## src/hw/rtl/assert_macros.svh

```systemverilog
// Assertion helpers used by the top-level RTL file.
`ifndef ASSERT_MACROS_SVH
`define ASSERT_MACROS_SVH

// Same-cycle implication, sampled on i_clk and held off while i_rst_n is low.
`define KOT_ASSERT(label, expr, msg) \
    label: assert property (@(posedge i_clk) disable iff (!i_rst_n) (expr)) else $error(msg);

// Next-cycle implication, sampled on i_clk and held off while i_rst_n is low.
`define KOT_ASSERT_NEXT(label, pre, post, msg) \
    label: assert property (@(posedge i_clk) disable iff (!i_rst_n) (pre) |=> (post)) \
        else $error(msg);

`endif

```

## src/hw/rtl/kot_pkg.sv

```systemverilog
package kot_pkg;

    localparam int MAX_TEXT_DEF = 20;
    localparam int MAX_TEXT_HI  = 64;
    localparam int LEN_W        = $clog2(MAX_TEXT_HI + 1);
    localparam int KIND_W       = 5;
    localparam int BYTE_W       = 8;
    localparam int TEXT_INDEX_W = 5;
    localparam int NUM_KW       = 5;
    localparam int FIFO_DEPTH   = 4;

    localparam logic [KIND_W-1:0] K_IF      = 5'd0;
    localparam logic [KIND_W-1:0] K_ELSEIF  = 5'd1;
    localparam logic [KIND_W-1:0] K_ELSE    = 5'd2;
    localparam logic [KIND_W-1:0] K_REPEAT  = 5'd3;
    localparam logic [KIND_W-1:0] K_OUTPUT  = 5'd4;
    localparam logic [KIND_W-1:0] K_IDENT   = 5'd5;
    localparam logic [KIND_W-1:0] K_INT     = 5'd6;
    localparam logic [KIND_W-1:0] K_EQEQ    = 5'd7;
    localparam logic [KIND_W-1:0] K_ASSIGN  = 5'd8;
    localparam logic [KIND_W-1:0] K_NE      = 5'd9;
    localparam logic [KIND_W-1:0] K_AND     = 5'd10;
    localparam logic [KIND_W-1:0] K_OR      = 5'd11;
    localparam logic [KIND_W-1:0] K_LE      = 5'd12;
    localparam logic [KIND_W-1:0] K_LT      = 5'd13;
    localparam logic [KIND_W-1:0] K_GE      = 5'd14;
    localparam logic [KIND_W-1:0] K_GT      = 5'd15;
    localparam logic [KIND_W-1:0] K_PLUS    = 5'd16;
    localparam logic [KIND_W-1:0] K_MINUS   = 5'd17;
    localparam logic [KIND_W-1:0] K_STAR    = 5'd18;
    localparam logic [KIND_W-1:0] K_SLASH   = 5'd19;
    localparam logic [KIND_W-1:0] K_PERCENT = 5'd20;
    localparam logic [KIND_W-1:0] K_LPAREN  = 5'd21;
    localparam logic [KIND_W-1:0] K_RPAREN  = 5'd22;
    localparam logic [KIND_W-1:0] K_LBRACE  = 5'd23;
    localparam logic [KIND_W-1:0] K_RBRACE  = 5'd24;
    localparam logic [KIND_W-1:0] K_SEMI    = 5'd25;
    localparam logic [KIND_W-1:0] K_EOF     = 5'd26;
    localparam logic [KIND_W-1:0] K_INVALID = 5'd27;

    // Commands passed from the front end to the back end.
    localparam logic [1:0] CMD_STORE = 2'd0;
    localparam logic [1:0] CMD_TOKEN = 2'd1;
    localparam logic [1:0] CMD_TEXT  = 2'd2;

    // For a store, len is the write position; for a text flush, the length.
    // LEN_W covers the largest supported text limit.
    typedef struct packed {
        logic [1:0]        op;
        logic [KIND_W-1:0] kind;
        logic [BYTE_W-1:0] data;
        logic [LEN_W-1:0]  len;
        logic              trunc;
        logic              last;
    } t_cmd;

    function automatic logic [2:0] kw_len(input logic [KIND_W-1:0] k);
        logic [2:0] n;
        case (k)
            K_IF:     n = 3'd2;
            K_ELSEIF: n = 3'd6;
            K_ELSE:   n = 3'd4;
            K_REPEAT: n = 3'd6;
            K_OUTPUT: n = 3'd6;
            default:  n = 3'd0;
        endcase
        return n;
    endfunction

    function automatic logic [BYTE_W-1:0] kw_char(input logic [KIND_W-1:0] k,
                                                  input logic [2:0] p);
        logic [5:0][BYTE_W-1:0] w;
        w = '0;
        case (k)
            K_IF: begin
                w[0] = "I"; w[1] = "F";
            end
            K_ELSEIF: begin
                w[0] = "E"; w[1] = "L"; w[2] = "S"; w[3] = "E"; w[4] = "I"; w[5] = "F";
            end
            K_ELSE: begin
                w[0] = "E"; w[1] = "L"; w[2] = "S"; w[3] = "E";
            end
            K_REPEAT: begin
                w[0] = "R"; w[1] = "E"; w[2] = "P"; w[3] = "E"; w[4] = "A"; w[5] = "T";
            end
            K_OUTPUT: begin
                w[0] = "O"; w[1] = "U"; w[2] = "T"; w[3] = "P"; w[4] = "U"; w[5] = "T";
            end
            default: w = '0;
        endcase
        return (p < 3'd6) ? w[p] : '0;
    endfunction

endpackage

```

## src/hw/rtl/kot_ifs.sv

```systemverilog
interface kot_char_if;
    logic                       valid;
    logic                       ready;
    logic [kot_pkg::BYTE_W-1:0] char_byte;
    logic                       end_of_input;

    modport source (output valid, output char_byte, output end_of_input, input ready);
    modport sink   (input valid, input char_byte, input end_of_input, output ready);
endinterface

interface kot_token_if;
    logic                             valid;
    logic                             ready;
    logic [kot_pkg::KIND_W-1:0]       token_kind;
    logic [kot_pkg::BYTE_W-1:0]       text_byte;
    logic [kot_pkg::TEXT_INDEX_W-1:0] text_index;
    logic                             token_end;
    logic                             text_truncated;
    logic                             last_result;

    modport source (output valid, output token_kind, output text_byte, output text_index,
                    output token_end, output text_truncated, output last_result,
                    input ready);
    modport sink   (input valid, input token_kind, input text_byte, input text_index,
                    input token_end, input text_truncated, input last_result,
                    output ready);
endinterface

```

## src/hw/rtl/kot_front.sv

```systemverilog
module kot_front #(
    parameter int MAX_TEXT = kot_pkg::MAX_TEXT_DEF
) (
    input  logic          i_clk,
    input  logic          i_rst_n,
    kot_char_if.sink      i_char_if,
    output logic          o_push,
    output kot_pkg::t_cmd o_cmd,
    input  logic          i_full
);

    localparam int CNT_W = $clog2(MAX_TEXT + 1);
    localparam int KW    = kot_pkg::KIND_W;
    localparam int LW    = kot_pkg::LEN_W;
    localparam logic [CNT_W-1:0] LEN_MAX = CNT_W'(MAX_TEXT);

    localparam logic [3:0] MODE_IDLE   = 4'd0;
    localparam logic [3:0] MODE_IDENT  = 4'd1;
    localparam logic [3:0] MODE_NUMBER = 4'd2;
    localparam logic [3:0] MODE_EQ     = 4'd3;
    localparam logic [3:0] MODE_BANG   = 4'd4;
    localparam logic [3:0] MODE_AMP    = 4'd5;
    localparam logic [3:0] MODE_PIPE   = 4'd6;
    localparam logic [3:0] MODE_LESS   = 4'd7;
    localparam logic [3:0] MODE_MORE   = 4'd8;

    function automatic kot_pkg::t_cmd tok_cmd(input logic [KW-1:0] kind);
        kot_pkg::t_cmd t;
        t      = '0;
        t.op   = kot_pkg::CMD_TOKEN;
        t.kind = kind;
        return t;
    endfunction

    logic [3:0]                 r_mode, n_mode;
    logic [CNT_W-1:0]           r_len, n_len;
    logic                       r_ovf, n_ovf;
    logic [kot_pkg::NUM_KW-1:0] r_kw, n_kw;
    logic                       r_pend_valid;
    kot_pkg::t_cmd              r_pend;

    logic [kot_pkg::BYTE_W-1:0] c;
    logic                       accept;
    logic                       is_letter, is_digit, is_space;
    logic [kot_pkg::NUM_KW-1:0] kw_first, kw_next;
    logic                       kw_hit;
    logic [KW-1:0]              kw_kind;
    logic                       st_valid, st_text;
    logic [3:0]                 st_mode;
    kot_pkg::t_cmd              st_cmd;
    kot_pkg::t_cmd              fl_cmd;
    logic [kot_pkg::BYTE_W-1:0] pair_char;
    logic [KW-1:0]              pair_kind;
    logic                       take_start;
    logic                       f_valid, t_valid, t_prod;
    kot_pkg::t_cmd              f_cmd, t_cmd, a_cmd, p_cmd;
    logic                       a_valid, b_valid;

    assign c         = i_char_if.char_byte;
    assign i_char_if.ready = !r_pend_valid && !i_full;
    assign accept    = i_char_if.valid && i_char_if.ready;
    assign is_letter = (c >= "A" && c <= "Z") || (c >= "a" && c <= "z");
    assign is_digit  = (c >= "0" && c <= "9");
    assign is_space  = (c == " ") || (c >= 8'd9 && c <= 8'd13);

    // Keyword candidates are narrowed one character at a time, so no read of
    // the text store is needed when an identifier ends.
    always_comb begin
        kw_hit  = 1'b0;
        kw_kind = kot_pkg::K_IDENT;
        for (int i = 0; i < kot_pkg::NUM_KW; i++) begin
            kw_first[i] = (c == kot_pkg::kw_char(KW'(i), 3'd0));
            kw_next[i]  = r_kw[i]
                       && (r_len < CNT_W'(kot_pkg::kw_len(KW'(i))))
                       && (c == kot_pkg::kw_char(KW'(i), r_len[2:0]));
            if (!kw_hit && !r_ovf && r_kw[i]
                && (r_len == CNT_W'(kot_pkg::kw_len(KW'(i))))) begin
                kw_hit  = 1'b1;
                kw_kind = KW'(i);
            end
        end
    end

    // What a character does when no token is pending.
    always_comb begin
        st_valid = 1'b0;
        st_text  = 1'b0;
        st_mode  = MODE_IDLE;
        st_cmd   = tok_cmd(kot_pkg::K_INVALID);
        if (is_space) begin
            st_valid = 1'b0;
        end else if (is_letter || is_digit) begin
            st_valid    = 1'b1;
            st_text     = 1'b1;
            st_mode     = is_letter ? MODE_IDENT : MODE_NUMBER;
            st_cmd      = '0;
            st_cmd.op   = kot_pkg::CMD_STORE;
            st_cmd.data = c;
        end else begin
            st_valid = 1'b1;
            case (c)
                "=": begin st_valid = 1'b0; st_mode = MODE_EQ;   end
                "!": begin st_valid = 1'b0; st_mode = MODE_BANG; end
                "&": begin st_valid = 1'b0; st_mode = MODE_AMP;  end
                "|": begin st_valid = 1'b0; st_mode = MODE_PIPE; end
                "<": begin st_valid = 1'b0; st_mode = MODE_LESS; end
                ">": begin st_valid = 1'b0; st_mode = MODE_MORE; end
                "+": st_cmd = tok_cmd(kot_pkg::K_PLUS);
                "-": st_cmd = tok_cmd(kot_pkg::K_MINUS);
                "*": st_cmd = tok_cmd(kot_pkg::K_STAR);
                "/": st_cmd = tok_cmd(kot_pkg::K_SLASH);
                "%": st_cmd = tok_cmd(kot_pkg::K_PERCENT);
                "(": st_cmd = tok_cmd(kot_pkg::K_LPAREN);
                ")": st_cmd = tok_cmd(kot_pkg::K_RPAREN);
                "{": st_cmd = tok_cmd(kot_pkg::K_LBRACE);
                "}": st_cmd = tok_cmd(kot_pkg::K_RBRACE);
                ";": st_cmd = tok_cmd(kot_pkg::K_SEMI);
                default: st_cmd = tok_cmd(kot_pkg::K_INVALID);
            endcase
        end
    end

    // Flush of the pending token, and the two-character form it may take.
    always_comb begin
        fl_cmd    = tok_cmd(kot_pkg::K_INVALID);
        pair_char = "=";
        pair_kind = kot_pkg::K_EQEQ;
        unique case (r_mode) inside
            MODE_IDENT: begin
                if (kw_hit) begin
                    fl_cmd = tok_cmd(kw_kind);
                end else begin
                    fl_cmd       = '0;
                    fl_cmd.op    = kot_pkg::CMD_TEXT;
                    fl_cmd.kind  = kot_pkg::K_IDENT;
                    fl_cmd.len   = LW'(r_len);
                    fl_cmd.trunc = r_ovf;
                end
            end
            MODE_NUMBER: begin
                fl_cmd       = '0;
                fl_cmd.op    = kot_pkg::CMD_TEXT;
                fl_cmd.kind  = kot_pkg::K_INT;
                fl_cmd.len   = LW'(r_len);
                fl_cmd.trunc = r_ovf;
            end
            MODE_EQ: begin
                fl_cmd    = tok_cmd(kot_pkg::K_ASSIGN);
                pair_kind = kot_pkg::K_EQEQ;
            end
            MODE_BANG: pair_kind = kot_pkg::K_NE;
            MODE_AMP: begin
                pair_char = "&";
                pair_kind = kot_pkg::K_AND;
            end
            MODE_PIPE: begin
                pair_char = "|";
                pair_kind = kot_pkg::K_OR;
            end
            MODE_LESS: begin
                fl_cmd    = tok_cmd(kot_pkg::K_LT);
                pair_kind = kot_pkg::K_LE;
            end
            MODE_MORE: begin
                fl_cmd    = tok_cmd(kot_pkg::K_GT);
                pair_kind = kot_pkg::K_GE;
            end
            default: fl_cmd = tok_cmd(kot_pkg::K_INVALID);
        endcase
    end

    always_comb begin
        n_mode     = r_mode;
        n_len      = r_len;
        n_ovf      = r_ovf;
        n_kw       = r_kw;
        f_valid    = 1'b0;
        t_valid    = 1'b0;
        t_cmd      = '0;
        take_start = 1'b0;
        if (i_char_if.end_of_input) begin
            f_valid = (r_mode != MODE_IDLE);
            t_valid = 1'b1;
            t_cmd   = tok_cmd(kot_pkg::K_EOF);
            n_mode  = MODE_IDLE;
            n_len   = '0;
            n_ovf   = 1'b0;
        end else begin
            unique case (r_mode) inside
                MODE_IDENT, MODE_NUMBER: begin
                    if ((r_mode == MODE_IDENT && is_letter)
                        || (r_mode == MODE_NUMBER && is_digit)) begin
                        if (r_len < LEN_MAX) begin
                            t_valid     = 1'b1;
                            t_cmd.op    = kot_pkg::CMD_STORE;
                            t_cmd.data  = c;
                            t_cmd.len   = LW'(r_len);
                            n_len       = r_len + CNT_W'(1);
                            n_kw        = kw_next;
                        end else begin
                            n_ovf = 1'b1;
                        end
                    end else begin
                        f_valid    = 1'b1;
                        take_start = 1'b1;
                    end
                end
                MODE_EQ, MODE_BANG, MODE_AMP, MODE_PIPE, MODE_LESS, MODE_MORE: begin
                    if (c == pair_char) begin
                        t_valid = 1'b1;
                        t_cmd   = tok_cmd(pair_kind);
                        n_mode  = MODE_IDLE;
                    end else begin
                        f_valid    = 1'b1;
                        take_start = 1'b1;
                    end
                end
                default: take_start = 1'b1;
            endcase
            if (take_start) begin
                t_valid = st_valid;
                t_cmd   = st_cmd;
                n_mode  = st_mode;
                if (st_text) begin
                    n_len = CNT_W'(1);
                    n_ovf = 1'b0;
                    n_kw  = kw_first;
                end
            end
        end
    end

    // The flush carries the item's last-result mark unless a token follows it.
    always_comb begin
        t_prod     = t_valid && (t_cmd.op != kot_pkg::CMD_STORE);
        f_cmd      = fl_cmd;
        f_cmd.last = !t_prod;
        a_cmd      = f_valid ? f_cmd : t_cmd;
        if (!f_valid) begin
            a_cmd.last = 1'b1;
        end
        p_cmd      = t_cmd;
        p_cmd.last = 1'b1;
        a_valid = f_valid || t_valid;
        b_valid = f_valid && t_valid;
    end

    assign o_push = r_pend_valid ? !i_full : (accept && a_valid);
    assign o_cmd  = r_pend_valid ? r_pend : a_cmd;

    always_ff @(posedge i_clk) begin
        if (!i_rst_n) begin
            r_mode       <= MODE_IDLE;
            r_len        <= '0;
            r_ovf        <= 1'b0;
            r_kw         <= '0;
            r_pend_valid <= 1'b0;
        end else begin
            if (accept) begin
                r_mode       <= n_mode;
                r_len        <= n_len;
                r_ovf        <= n_ovf;
                r_kw         <= n_kw;
                r_pend_valid <= b_valid;
            end else if (r_pend_valid && !i_full) begin
                r_pend_valid <= 1'b0;
            end
        end
    end

    always_ff @(posedge i_clk) begin
        if (accept) begin
            r_pend <= p_cmd;
        end
    end

endmodule

```

## src/hw/rtl/kot_cmd_fifo.sv

```systemverilog
module kot_cmd_fifo #(
    parameter int DEPTH = kot_pkg::FIFO_DEPTH
) (
    input  logic          i_clk,
    input  logic          i_rst_n,
    input  logic          i_push,
    input  kot_pkg::t_cmd i_cmd,
    output logic          o_full,
    input  logic          i_pop,
    output kot_pkg::t_cmd o_cmd,
    output logic          o_empty
);

    localparam int AW = $clog2(DEPTH);
    localparam int CW = $clog2(DEPTH + 1);
    localparam logic [AW-1:0] LAST_SLOT = AW'(DEPTH - 1);

    kot_pkg::t_cmd   r_slot [DEPTH];
    logic [AW-1:0]   r_wr, r_rd;
    logic [CW-1:0]   r_cnt;
    logic            do_push, do_pop;

    assign o_full  = (r_cnt == CW'(DEPTH));
    assign o_empty = (r_cnt == '0);
    assign o_cmd   = r_slot[r_rd];
    assign do_push = i_push && !o_full;
    assign do_pop  = i_pop && !o_empty;

    always_ff @(posedge i_clk) begin
        if (!i_rst_n) begin
            r_wr  <= '0;
            r_rd  <= '0;
            r_cnt <= '0;
        end else begin
            if (do_push) begin
                r_wr <= (r_wr == LAST_SLOT) ? '0 : r_wr + AW'(1);
            end
            if (do_pop) begin
                r_rd <= (r_rd == LAST_SLOT) ? '0 : r_rd + AW'(1);
            end
            if (do_push && !do_pop) begin
                r_cnt <= r_cnt + CW'(1);
            end else if (do_pop && !do_push) begin
                r_cnt <= r_cnt - CW'(1);
            end
        end
    end

    always_ff @(posedge i_clk) begin
        if (do_push) begin
            r_slot[r_wr] <= i_cmd;
        end
    end

endmodule

```

## src/hw/rtl/kot_back.sv

```systemverilog
module kot_back #(
    parameter int MAX_TEXT = kot_pkg::MAX_TEXT_DEF
) (
    input  logic          i_clk,
    input  logic          i_rst_n,
    input  kot_pkg::t_cmd i_cmd,
    input  logic          i_empty,
    output logic          o_pop,
    kot_token_if.source   o_token_if
);

    localparam int IW = $clog2(MAX_TEXT);
    localparam int CW = $clog2(MAX_TEXT + 1);
    localparam int XW = kot_pkg::TEXT_INDEX_W;

    localparam logic ST_IDLE = 1'b0;
    localparam logic ST_TEXT = 1'b1;

    logic [kot_pkg::BYTE_W-1:0] r_text [MAX_TEXT];
    logic [kot_pkg::BYTE_W-1:0] r_rdata;

    logic                        r_state, n_state;
    logic [IW-1:0]               r_idx, n_idx;
    logic [CW-1:0]               r_tlen;
    logic [kot_pkg::KIND_W-1:0]  r_tkind;
    logic                        r_ttrunc, r_tlast;

    logic                        r_out_valid;
    logic [kot_pkg::KIND_W-1:0]  r_out_kind;
    logic [kot_pkg::BYTE_W-1:0]  r_out_byte;
    logic [XW-1:0]               r_out_index;
    logic                        r_out_end, r_out_trunc, r_out_last;

    logic                        out_free, load, start_text, wr_en, text_end;
    logic [IW-1:0]               rd_addr;
    logic [kot_pkg::KIND_W-1:0]  ld_kind;
    logic [kot_pkg::BYTE_W-1:0]  ld_byte;
    logic [XW-1:0]               ld_index;
    logic                        ld_end, ld_trunc, ld_last;

    assign out_free = !r_out_valid || o_token_if.ready;
    assign text_end = ((CW'(r_idx) + CW'(1)) == r_tlen);

    // During a text run the read address runs one entry ahead of the output
    // register, so one byte leaves per cycle while the sink keeps up.
    always_comb begin
        n_state    = r_state;
        n_idx      = r_idx;
        rd_addr    = r_idx;
        o_pop      = 1'b0;
        wr_en      = 1'b0;
        load       = 1'b0;
        start_text = 1'b0;
        ld_kind    = i_cmd.kind;
        ld_byte    = '0;
        ld_index   = '0;
        ld_end     = 1'b1;
        ld_trunc   = 1'b0;
        ld_last    = i_cmd.last;
        unique case (r_state)
            ST_IDLE: begin
                rd_addr = '0;
                if (!i_empty) begin
                    unique case (i_cmd.op)
                        kot_pkg::CMD_STORE: begin
                            wr_en = 1'b1;
                            o_pop = 1'b1;
                        end
                        kot_pkg::CMD_TOKEN: begin
                            if (out_free) begin
                                load  = 1'b1;
                                o_pop = 1'b1;
                            end
                        end
                        kot_pkg::CMD_TEXT: begin
                            o_pop      = 1'b1;
                            start_text = 1'b1;
                            n_state    = ST_TEXT;
                            n_idx      = '0;
                        end
                        default: o_pop = 1'b1;
                    endcase
                end
            end
            ST_TEXT: begin
                ld_kind  = r_tkind;
                ld_byte  = r_rdata;
                ld_index = XW'(r_idx);
                ld_end   = text_end;
                ld_trunc = r_ttrunc;
                ld_last  = r_tlast && text_end;
                if (out_free) begin
                    load = 1'b1;
                    if (text_end) begin
                        n_state = ST_IDLE;
                        rd_addr = '0;
                    end else begin
                        n_idx   = r_idx + IW'(1);
                        rd_addr = r_idx + IW'(1);
                    end
                end
            end
            default: n_state = ST_IDLE;
        endcase
    end

    always_ff @(posedge i_clk) begin
        if (wr_en) begin
            r_text[i_cmd.len[IW-1:0]] <= i_cmd.data;
        end
        r_rdata <= r_text[rd_addr];
    end

    always_ff @(posedge i_clk) begin
        if (!i_rst_n) begin
            r_state     <= ST_IDLE;
            r_idx       <= '0;
            r_out_valid <= 1'b0;
        end else begin
            r_state <= n_state;
            r_idx   <= n_idx;
            if (load) begin
                r_out_valid <= 1'b1;
            end else if (o_token_if.ready) begin
                r_out_valid <= 1'b0;
            end
        end
    end

    always_ff @(posedge i_clk) begin
        if (start_text) begin
            r_tlen   <= i_cmd.len[CW-1:0];
            r_tkind  <= i_cmd.kind;
            r_ttrunc <= i_cmd.trunc;
            r_tlast  <= i_cmd.last;
        end
        if (load) begin
            r_out_kind  <= ld_kind;
            r_out_byte  <= ld_byte;
            r_out_index <= ld_index;
            r_out_end   <= ld_end;
            r_out_trunc <= ld_trunc;
            r_out_last  <= ld_last;
        end
    end

    assign o_token_if.valid          = r_out_valid;
    assign o_token_if.token_kind     = r_out_kind;
    assign o_token_if.text_byte      = r_out_byte;
    assign o_token_if.text_index     = r_out_index;
    assign o_token_if.token_end      = r_out_end;
    assign o_token_if.text_truncated = r_out_trunc;
    assign o_token_if.last_result    = r_out_last;

endmodule

```

## src/hw/rtl/keyword_operator_tokenizer_top.sv

```systemverilog
// Streaming tokenizer: one source character per input transfer, tokens out as
// result transfers. The front end classifies each character and queues at most
// two commands for it; a character that both ends a token and starts another
// leaves its second command pending and holds off the next character until it
// is queued. Whitespace and letters or digits that extend a run give no result.
// The back end sends one result per cycle while the sink keeps up and no store
// or text setup comes between: one for each keyword, operator or other token,
// and one for each stored text byte of an identifier or integer. Each text run
// starts with a setup step for the first read of the text RAM, and the back end
// writes each stored character into it. The command queue lets the input keep
// flowing while a text run drains. There is no clearing pass after reset.
`include "assert_macros.svh"

module keyword_operator_tokenizer_top #(
    parameter int MAX_TEXT  = kot_pkg::MAX_TEXT_DEF,
    parameter int CMD_DEPTH = kot_pkg::FIFO_DEPTH
) (
    input  logic        i_clk,
    input  logic        i_rst_n,
    kot_char_if.sink    i_char_if,
    kot_token_if.source o_token_if
);

    logic          w_push, w_full, w_pop, w_empty;
    kot_pkg::t_cmd w_cmd_in, w_cmd_out;

    kot_front #(
        .MAX_TEXT (MAX_TEXT)
    ) u_front (
        .i_clk     (i_clk),
        .i_rst_n   (i_rst_n),
        .i_char_if (i_char_if),
        .o_push    (w_push),
        .o_cmd     (w_cmd_in),
        .i_full    (w_full)
    );

    kot_cmd_fifo #(
        .DEPTH (CMD_DEPTH)
    ) u_fifo (
        .i_clk   (i_clk),
        .i_rst_n (i_rst_n),
        .i_push  (w_push),
        .i_cmd   (w_cmd_in),
        .o_full  (w_full),
        .i_pop   (w_pop),
        .o_cmd   (w_cmd_out),
        .o_empty (w_empty)
    );

    kot_back #(
        .MAX_TEXT (MAX_TEXT)
    ) u_back (
        .i_clk      (i_clk),
        .i_rst_n    (i_rst_n),
        .i_cmd      (w_cmd_out),
        .i_empty    (w_empty),
        .o_pop      (w_pop),
        .o_token_if (o_token_if)
    );

    `KOT_ASSERT(a_no_push_when_full, !(w_push && w_full), "command pushed into a full queue")
    `KOT_ASSERT(a_mid_token_is_text, !(o_token_if.valid && !o_token_if.token_end) || o_token_if.token_kind == kot_pkg::K_IDENT || o_token_if.token_kind == kot_pkg::K_INT, "non-final result of a token without text")
    `KOT_ASSERT(a_last_ends_token, !(o_token_if.valid && o_token_if.last_result) || o_token_if.token_end, "last result of an item inside a token")
    `KOT_ASSERT_NEXT(a_text_run_gapless, o_token_if.valid && o_token_if.ready && !o_token_if.token_end, o_token_if.valid, "gap inside a text run")

endmodule
```

## src/flat_wrapper.sv

```systemverilog
// flat-port wrapper written by rule: the top's interface ports become plain ports
module keyword_operator_tokenizer_top_flat 
#(
    parameter int MAX_TEXT  = kot_pkg::MAX_TEXT_DEF,
    parameter int CMD_DEPTH = kot_pkg::FIFO_DEPTH
)
  (i_clk, i_rst_n, i_char_if_valid, i_char_if_char_byte, i_char_if_end_of_input, i_char_if_ready, o_token_if_valid, o_token_if_token_kind, o_token_if_text_byte, o_token_if_text_index, o_token_if_token_end, o_token_if_text_truncated, o_token_if_last_result, o_token_if_ready);
  kot_char_if i_char_if_i ();
  kot_token_if o_token_if_i ();
  input  logic i_clk;
  input  logic i_rst_n;
  input wire logic [$bits(i_char_if_i.valid)-1:0] i_char_if_valid;
  input wire logic [$bits(i_char_if_i.char_byte)-1:0] i_char_if_char_byte;
  input wire logic [$bits(i_char_if_i.end_of_input)-1:0] i_char_if_end_of_input;
  output wire logic [$bits(i_char_if_i.ready)-1:0] i_char_if_ready;
  output wire logic [$bits(o_token_if_i.valid)-1:0] o_token_if_valid;
  output wire logic [$bits(o_token_if_i.token_kind)-1:0] o_token_if_token_kind;
  output wire logic [$bits(o_token_if_i.text_byte)-1:0] o_token_if_text_byte;
  output wire logic [$bits(o_token_if_i.text_index)-1:0] o_token_if_text_index;
  output wire logic [$bits(o_token_if_i.token_end)-1:0] o_token_if_token_end;
  output wire logic [$bits(o_token_if_i.text_truncated)-1:0] o_token_if_text_truncated;
  output wire logic [$bits(o_token_if_i.last_result)-1:0] o_token_if_last_result;
  input wire logic [$bits(o_token_if_i.ready)-1:0] o_token_if_ready;
  assign i_char_if_i.valid = i_char_if_valid;
  assign i_char_if_i.char_byte = i_char_if_char_byte;
  assign i_char_if_i.end_of_input = i_char_if_end_of_input;
  assign i_char_if_ready = i_char_if_i.ready;
  assign o_token_if_valid = o_token_if_i.valid;
  assign o_token_if_token_kind = o_token_if_i.token_kind;
  assign o_token_if_text_byte = o_token_if_i.text_byte;
  assign o_token_if_text_index = o_token_if_i.text_index;
  assign o_token_if_token_end = o_token_if_i.token_end;
  assign o_token_if_text_truncated = o_token_if_i.text_truncated;
  assign o_token_if_last_result = o_token_if_i.last_result;
  assign o_token_if_i.ready = o_token_if_ready;
  keyword_operator_tokenizer_top #(.MAX_TEXT(MAX_TEXT), .CMD_DEPTH(CMD_DEPTH)) u_core (.i_clk(i_clk), .i_rst_n(i_rst_n), .i_char_if(i_char_if_i), .o_token_if(o_token_if_i));
endmodule
```

## config.mk

```make
export PLATFORM = sky130hd
export DESIGN_NAME = keyword_operator_tokenizer_top_flat
export DESIGN_NICKNAME = d
export VERILOG_FILES = /design/src/hw/rtl/kot_pkg.sv /design/src/hw/rtl/kot_ifs.sv /design/src/hw/rtl/kot_front.sv /design/src/hw/rtl/kot_cmd_fifo.sv /design/src/hw/rtl/kot_back.sv /design/src/hw/rtl/keyword_operator_tokenizer_top.sv /design/src/flat_wrapper.sv
export VERILOG_INCLUDE_DIRS = /design/src /design/src/hw/rtl
export SDC_FILE = /design/constraint.sdc
export NUM_CORES = 1
export LEC_CHECK = 0
export BUFFER_PORTS_ARGS = -buffer_cell sky130_fd_sc_hd__buf_2
export CAP_MARGIN = 40
export CORE_MARGIN = 2
export CORE_UTILIZATION = 45
export DETAILED_ROUTE_END_ITERATION = 10
export SYNTH_ARGS = -nofsm -noshare
export SYNTH_HDL_FRONTEND = slang
export SYNTH_SLANG_ARGS = --single-unit
```

## constraint.sdc

```tcl
create_clock -name i_clk -period 4.8 [get_ports i_clk]
set_clock_uncertainty 0.05 [all_clocks]
set_input_delay 0.48 -clock i_clk [delete_from_list [all_inputs] [get_ports i_clk]]
set_output_delay 0.48 -clock i_clk [all_outputs]
set_load 0.03 [all_outputs]
```

Yosys cells after proc, flatten, opt, wreduce, memory -nomap -nowiden

Memories as Yosys holds them, arrays and structs flattened. A register that Yosys moved wholly into a read port is not among the register bits.
Index checks and enable logic that the tools add are counted.

Equality and inequality tests: 48
Reductions and logical operators: 74
Bitwise operators: 2
$add $sub $neg: 6
Mux-type cells: 132
Magnitude comparators: 14

Operators with widths:

| kind                                                              | number |
|---|---|
| case mux 21 bit (10 select lines)                                 | 1 |
| 2-to-1 mux 24 bit                                                 | 6 |
| case mux 24 bit (5 select lines)                                  | 1 |
| 2-to-1 mux 5 bit                                                  | 23 |
| == test 8 x 6 -> 1 bit, second input constant                     | 14 |
| 2-to-1 mux 8 bit                                                  | 10 |
| == test 8 x 7 -> 1 bit, second input constant                     | 7 |
| 2-to-1 mux 1 bit                                                  | 50 |
| == test 8 bit                                                     | 6 |
| 2-to-1 mux 23 bit                                                 | 2 |
| logical AND 1 bit                                                 | 41 |
| 2-to-1 mux 3 bit                                                  | 13 |
| 2-to-1 mux 15 bit                                                 | 2 |
| case mux 15 bit (2 select lines)                                  | 1 |
| 2-to-1 mux 4 bit                                                  | 6 |
| case mux 4 bit (6 select lines)                                   | 1 |
| case mux 4 bit (5 select lines)                                   | 1 |
| case mux 5 bit (2 select lines)                                   | 2 |
| == test 4 x 3 -> 1 bit, second input constant                     | 4 |
| greater-or-equal comparator 8 x 7 -> 1 bit, second input constant | 2 |
| <= comparator 8 x 7 -> 1 bit, second input constant               | 2 |
| 2-to-1 mux 2 bit                                                  | 7 |
| case mux 7 bit (2 select lines)                                   | 1 |
| logical NOT 1 bit                                                 | 12 |
| 37 further kinds                                                  | 61 |

Memories kept: 7
RAM bits: 256
Register bits after elaboration: 86
Logic and storage cells: 309
ROM bits: 320
Input port bits: 13
Output and inout port bits: 23

Memories:

| name                 | depth | bits a word | read ports | clocked after Yosys merged registers in | wr ports | RTL line           | source |
|---|---|---|---|---|---|---|---|
| u_core.u_back.r_text | 20    | 8           | 1          | 1                                       | 1        | kot_back.sv:19     | `logic [kot_pkg::BYTE_W-1:0] r_text [MAX_TEXT];` |
| u_core.u_fifo.r_slot | 4     | 24          | 1          | 1                                       | 1        | kot_cmd_fifo.sv:18 | `kot_pkg::t_cmd r_slot [DEPTH];` |
| (name not given)     | 8     | 8           | 1          | 1                                       | 0        | kot_pkg.sv:92      | `return (p < 3'd6) ? w[p] : '0;` |
| (name not given)     | 8     | 8           | 1          | 1                                       | 0        | kot_pkg.sv:92      |  |
| (name not given)     | 8     | 8           | 1          | 1                                       | 0        | kot_pkg.sv:92      |  |
| (name not given)     | 8     | 8           | 1          | 1                                       | 0        | kot_pkg.sv:92      |  |
| 1 more memories      | -     | -           | -          | -                                       | -        | -                  |  |

Logic depth before layout (Yosys ltp)

Depth in word-level cells: 29
Gate-level depth with buffers: 14
Mapped depth without buffers: 13

Modules after synthesis

From an unflattened synthesis, not the netlist that was laid out.

Cells, all modules: 1532
Area, all modules: 17850.9 µm²

By module, submodules not included:

| module       | instances | area each (µm²) | cells each | sequential area each (µm²) |
|---|---|---|---|---|
| kot_back     | 1         | 9878.2          | 866        | 6095.8 |
| kot_front    | 1         | 4006.3          | 489        | 1231.2 |
| kot_cmd_fifo | 1         | 3966.3          | 177        | 3062.9 |

Worst setup path before layout

Ideal clock, no wire load.

Path kind: input to register
From: in i_char_if_char_byte[2]
To: reg u_core.u_fifo.r_cnt[2]
Arrival: 3664 ps
Data required time: 4674 ps
Setup slack: 1011 ps
Path buffers: 0
Library setup time: 76 ps
Cell stages on the path: 13
Cell sequence: or4_1 o31a_1 o22ai_2 a21oi_1 o21ai_0 a21oi_1 a211oi_4 ha_1 inv_1 fa_1 xor2_1 or3_1 a21boi_0

Cells in the longest elaborated chain, start to end: 17

RTL lines:

| element                                                                                    | RTL line           | source |
|---|---|---|
| start: declaration                                                                         | flat_wrapper.sv:13 | `input wire logic [$bits(i_char_if_i.char_byte)-1:0] i_char_if_char_byte;` |
| greater-or-equal comparator 8 x 7 -> 1 bit or <= comparator 8 x 7 -> 1 bit (tied branches) | kot_front.sv:62    | `assign is_letter = (c >= "A" && c <= "Z") \|\| (c >= "a" && c <= "z");` |
| logical AND 1 bit                                                                          | kot_front.sv:62    |  |
| logical OR 1 bit                                                                           | kot_front.sv:62    |  |
| logical AND 1 bit                                                                          | kot_front.sv:191   | `if ((r_mode == MODE_IDENT && is_letter)` |
| logical OR 1 bit                                                                           | kot_front.sv:192   | `\|\| (r_mode == MODE_NUMBER && is_digit)) begin` |
| 2-to-1 mux 1 bit                                                                           | kot_front.sv:191   |  |
| case mux 1 bit (2 select lines)                                                            | kot_front.sv:189   | `unique case (r_mode) inside` |
| 2-to-1 mux 1 bit                                                                           | kot_front.sv:181   | `if (i_char_if.end_of_input) begin` |
| [2 not listed]                                                                             | -                  |  |
| logical OR 1 bit (*)                                                                       | kot_front.sv:244   | `a_valid = f_valid \|\| t_valid;` |
| logical AND 1 bit (*)                                                                      | kot_front.sv:248   | `assign o_push = r_pend_valid ? !i_full : (accept && a_valid);` |
| 2-to-1 mux 1 bit (*)                                                                       | kot_front.sv:248   |  |
| logical AND 1 bit (*)                                                                      | kot_cmd_fifo.sv:26 | `assign do_push = i_push && !o_full;` |
| net u_core.u_fifo.do_push                                                                  | kot_cmd_fifo.sv:21 | `logic do_push, do_pop;` |
| logical NOT 1 bit                                                                          | kot_cmd_fifo.sv:43 | `end else if (do_pop && !do_push) begin` |
| logical AND 1 bit                                                                          | kot_cmd_fifo.sv:43 |  |
| nonzero test 2 bit (no source line)                                                        | -                  |  |
| end signal: assignment                                                                     | kot_cmd_fifo.sv:42 | `r_cnt <= r_cnt + CW'(1);` |
| end signal: assignment                                                                     | kot_cmd_fifo.sv:44 | `r_cnt <= r_cnt - CW'(1);` |
| end: declaration                                                                           | kot_cmd_fifo.sv:20 | `logic [CW-1:0] r_cnt;` |

Mark *: on every way through the listed nets, which the timed path passes. The rest lies on a longest branch. The select of a mux whose other input is x is not followed.
A chain may end at the register's enable or synchronous reset.

Worst setup path after layout

From: reg u_core.u_front.r_mode[2]
To: reg u_core.u_fifo.r_cnt[2]

Cells in the longest elaborated chain, start to end: 15

RTL lines:

| element                                                         | RTL line                           | source |
|---|---|---|
| start: declaration                                              | kot_front.sv:35                    | `logic [3:0] r_mode, n_mode;` |
| start signal: assignment                                        | kot_front.sv:260                   | `r_mode <= n_mode;` |
| == test 4 x 3 -> 1 bit (no source line) (tied with other cells) | -                                  |  |
| case mux 7 bit (2 select lines) (tied with other cells)         | kot_front.sv:128                   | `unique case (r_mode) inside` |
| == test 8 bit or logical OR 1 bit (tied branches)               | kot_front.sv:209, kot_front.sv:192 |  |
| 2-to-1 mux 1 bit, on equally long branches                      | kot_front.sv:209, kot_front.sv:191 |  |
| case mux 1 bit (2 select lines)                                 | kot_front.sv:189                   |  |
| 2-to-1 mux 1 bit                                                | kot_front.sv:181                   |  |
| 2-to-1 mux 1 bit                                                | kot_front.sv:220                   | `if (take_start) begin` |
| 2-to-1 mux 1 bit                                                | kot_front.sv:181                   |  |
| logical OR 1 bit (*)                                            | kot_front.sv:244                   |  |
| logical AND 1 bit (*)                                           | kot_front.sv:248                   |  |
| 2-to-1 mux 1 bit (*)                                            | kot_front.sv:248                   |  |
| logical AND 1 bit (*)                                           | kot_cmd_fifo.sv:26                 |  |
| net u_core.u_fifo.do_push                                       | kot_cmd_fifo.sv:21                 |  |
| logical NOT 1 bit                                               | kot_cmd_fifo.sv:43                 |  |
| logical AND 1 bit                                               | kot_cmd_fifo.sv:43                 |  |
| nonzero test 2 bit (no source line)                             | -                                  |  |

Marks and branches as above.

==> run_results.csv <==
group,metric,value,unit
sta,hold_ws,0.3115,ns
worst_setup_path,end_kind,"flip-flop",
worst_setup_path,crit_family,"compound AO/OA/AOI/OAI gates",
worst_setup_path,crit_type,"flip-flop to flip-flop",
synthesis,ys_types,83,
synthesis,avgSynthCellArea,12.61,sq um
pwr,switchingPower,0.002681,W
clock_tree,path_clk_slew,0.06,ns
pwr,power.internal,0.006291,W
sta,finalSetupViolCount,0,
pwr,sw_frac_of_total,29.88,%
placed_design,routabilityCongestion,0.9108,
pwr,pwr-share-comb,21.7,%
routing,drtIter0Drc,850,
worst_hold_path,worstHoldPathType,"primary input to flip-flop",
sta,min_period_over_period,84.88,%
floorplanning,core-area,35570,sq um
routing,first_pass_iters,5,
worst_setup_path,worst_ep_required_time,5.24,ns
synthesis,synth_top_area_share,55.48,%
sta,fin_crit,4.074,ns
pwr,p_leak,6.014,nW
clock_tree,postCtsHoldBufs,0,
sta,worst_pin_slew,0.9073,ns
pwr,seqPwrFrac,46.4,%
clock_tree,worstSkewPairLatency,0.56,ns
routing,wl,38.77,mm
sta,tns,0,ns
grt,overflow,0,
grt,grt_pass1_vias,10540,
routing,ant_nets,0,
clock_tree,numCtsBuffers,40,
layout,syn_to_final_growth,11.83,%
synthesis,synth_edf_count,300,
layout,fin_cells,1807,
synthesis,synth_seq_cells,357,
floorplanning,fp.dieH,194.0,microns
placed_design,dp_hpwl,25.63,mm
floorplanning,dieArea,37620,sq um
worst_setup_path,worstPathArrival,4.51,ns
synthesis,synth_area,16240,sq um
flow_run,cap_violations,0,
pwr,p_per_area,494.1,nW/um^2
grt,grt_use_met1,29.36,%
grt,antenna_found_initial,0,
placed_design,place_ws,0.5054,ns
layout,drive_gt1_share,13.45,%
synthesis,ys_async_sr_fraction,0,%
synthesis,synthFlopType,"edfxtp_1",
worst_setup_path,cp_max_fo,21,
grt,use_met3,3.618,%
sta,fmax,245.4,MHz
floorplanning,start_util,45.65,%
sta,hold_violations,0,
routing,drc_errors,0,
routing,vias_per_cell,5.926,
clock_tree,cts_sinks,357,
pwr,irDropWorstVdd,506.5,uV
clock_tree,cts_tree,"yes",
worst_setup_path,worst-path-buf-inv,1,
placed_design,io_buffers,35,
pwr,power_frac_clock,31.9,%
outcome,outcome,"completed",
grt,grt_util_all_layers,20.66,%
synthesis,synthTopCellsByArea,"edfxtp_1 (55%), dfxtp_1 (7.0%), mux4_2 (3.1%)",
worst_setup_path,slowest_delay,0.71,ns
clock_tree,htreeDepth,2,
worst_setup_path,worst_setup_path_start_kind,"flip-flop",
floorplanning,die_x,194.0,microns
sta,drv_slew,0,
layout,diodes,0,
worst_setup_path,crit_path_top_delay_cell,"dfxtp_1",
synthesis,syn_inst,1288,
grt,grt_pass1_wl,60.73,mm
placed_design,place_inst,1734,
sta,fin_ws,0.7256,ns
sta,max-slew-margin-rel,39.51,%
worst_setup_path,crit_top_cell,"a21oi_1",
clock_tree,cts_root_buf,"clkbuf_16",
grt,grt_max_degree,41,
layout,fin_nets,1339,
clock_tree,cts_resized,0,
floorplanning,core.rowCount,69,
floorplanning,io_pins,36,
clock_tree,post_cts_buffers,0,
synthesis,synth_fp_nets,1312,
synthesis,yosys_warnings,0,
layout,fill_cells,3038,
worst_setup_path,crit_chain,"nand2b_1, o21a_1, o2111ai_1, a21oi_1, o21ai_0, a21oi_1, a211oi_4, ha_1, inv_1, fa_1, xor2_1, or3_1, a21boi_0",
synthesis,ys_seq_area_share,62.51,%
grt,grt_busiest_layer,"met2",
sta,rsz0062_at_grt,"false",
clock_tree,cts_max_path_buffers,3,
synthesis,synth_area_leader_cell,"edfxtp_1",
grt,grt.met2_usage,32.54,%
routing,via_count,10710,
routing,wire_per_inst,21.46,microns
[metal layers]
layer / wire length, microns / part of all wire, %
met5: 0 / 0
met3: 2396 / 6.2
met2: 17830 / 46
met4: 897 / 2.3
met1: 17650 / 46
[cells in the final DEF, fill, tap and decap left out, drive strengths merged, types with 14 or more instances in the layout]
master,instances
nand3,66
nand2,78
dfxtp,57
o211ai,16
nand2b,17
clkbuf,57
and3,19
o2111ai,16
a21oi,37
buf,69
clkinv,14
edfxtp,300
inv,34
a21boi,19
a31oi,18
a22o,14
nor3,25
nor2,76
mux2i,16
and2,44
a32oi,17
mux4,22
nor2b,21
a211o,20
o21ai,72
[logic make-up after synthesis]
logic type | after synthesis | share of synthesized area [%]
compound gates | 321 | 14.44
flops | 357 | 62.51
simple gates | 409 | 13.12
fa+ha+maj | 11 | 0.8939
buf+inv | 117 | 2.859
mux | 51 | 4.940
xor+xnor | 21 | 1.218
other cells | 1 | 0.02310
[layout make-up]
class	count	area (sq um)	area share, %
Clock buffer	57	1096	6.036
Clock inverter	16	137.6	0.7580
Inverter	33	123.9	0.6822
Multi-Input combinational cell	814	5635	31.04
Sequential cell	357	10150	55.90
Tap cell	461	576.8	3.177
Timing Repair Buffer	69	437.9	2.412
[through the flow]
stage          instance area (sq um)  total power [W]  utilization [%]
6_report                       18160         0.008972            51.05
5_1_grt                        18160         0.009346            51.05
4_1_cts                        18160         0.009042            51.05
3_5_place_dp                   16920         0.006188            47.58
3_3_place_gp                   16880         0.006139            47.45
2_1_floorplan                  16240         0.005489                -
[sequential cells by signal (all words and copies together), names as in the netlist, 8 cells and up, named ones only]
| signal | count |
|---|---|
| u_core.u_back.o_token_if.text_byte | 8 |
| u_core.u_fifo.r_slot | 88 |
| u_core.u_back.r_rdata | 8 |
| u_core.u_front.r_pend | 19 |
| u_core.u_back.r_text | 160 |
[synthesized netlist by cell type (all sizes together), types with 11 or more instances]
library cell and instances:
and3 19, and2 44, nand2 78, nand2b 17, clkbuf 67, a21oi 37
nor2b 21, nand4 13, mux2i 16, a21boi 19, nor2 76, a32oi 17
edfxtp 300, buf 17, xnor2 13, a22o 14, inv 33, mux2 13
or3 11, o21ai 72, o211ai 16, nand3 66, nor3 25, a31oi 18
a211o 20, mux4 22, o2111ai 16, dfxtp 57
[worst paths after layout]
| kind | to | depth (start not counted) | slack [ns] | start |
|---|---|---|---|---|
| worst max-delay path | u_core.u_fifo.r_cnt[2] | 13 | 0.73 | u_core.u_front.r_mode[2] |
| worst min-delay path | u_core.u_front.r_pend[17] | 2 | 0.31 | i_char_if_end_of_input |
| worst max register to register | u_core.u_fifo.r_cnt[2] | 13 | 0.73 | u_core.u_front.r_mode[2] |
| worst min register to register | u_core.u_fifo.r_rd[0] | 2 | 0.44 | u_core.u_fifo.r_rd[0] |
[power by group through the flow]
stage | Combinational [W] | Clock, W | Sequential, W
global placement | 0.00191 | 0 | 0.00422
CTS | 0.00196 | 0.00291 | 0.00417
detailed placement | 0.00196 | 0 | 0.00423
global route | 0.00211 | 0.00303 | 0.00420
finish | 0.00194 | 0.00286 | 0.00416
floorplan | 0.00113 | 0 | 0.00435
(Power assumes the default switching activity.)
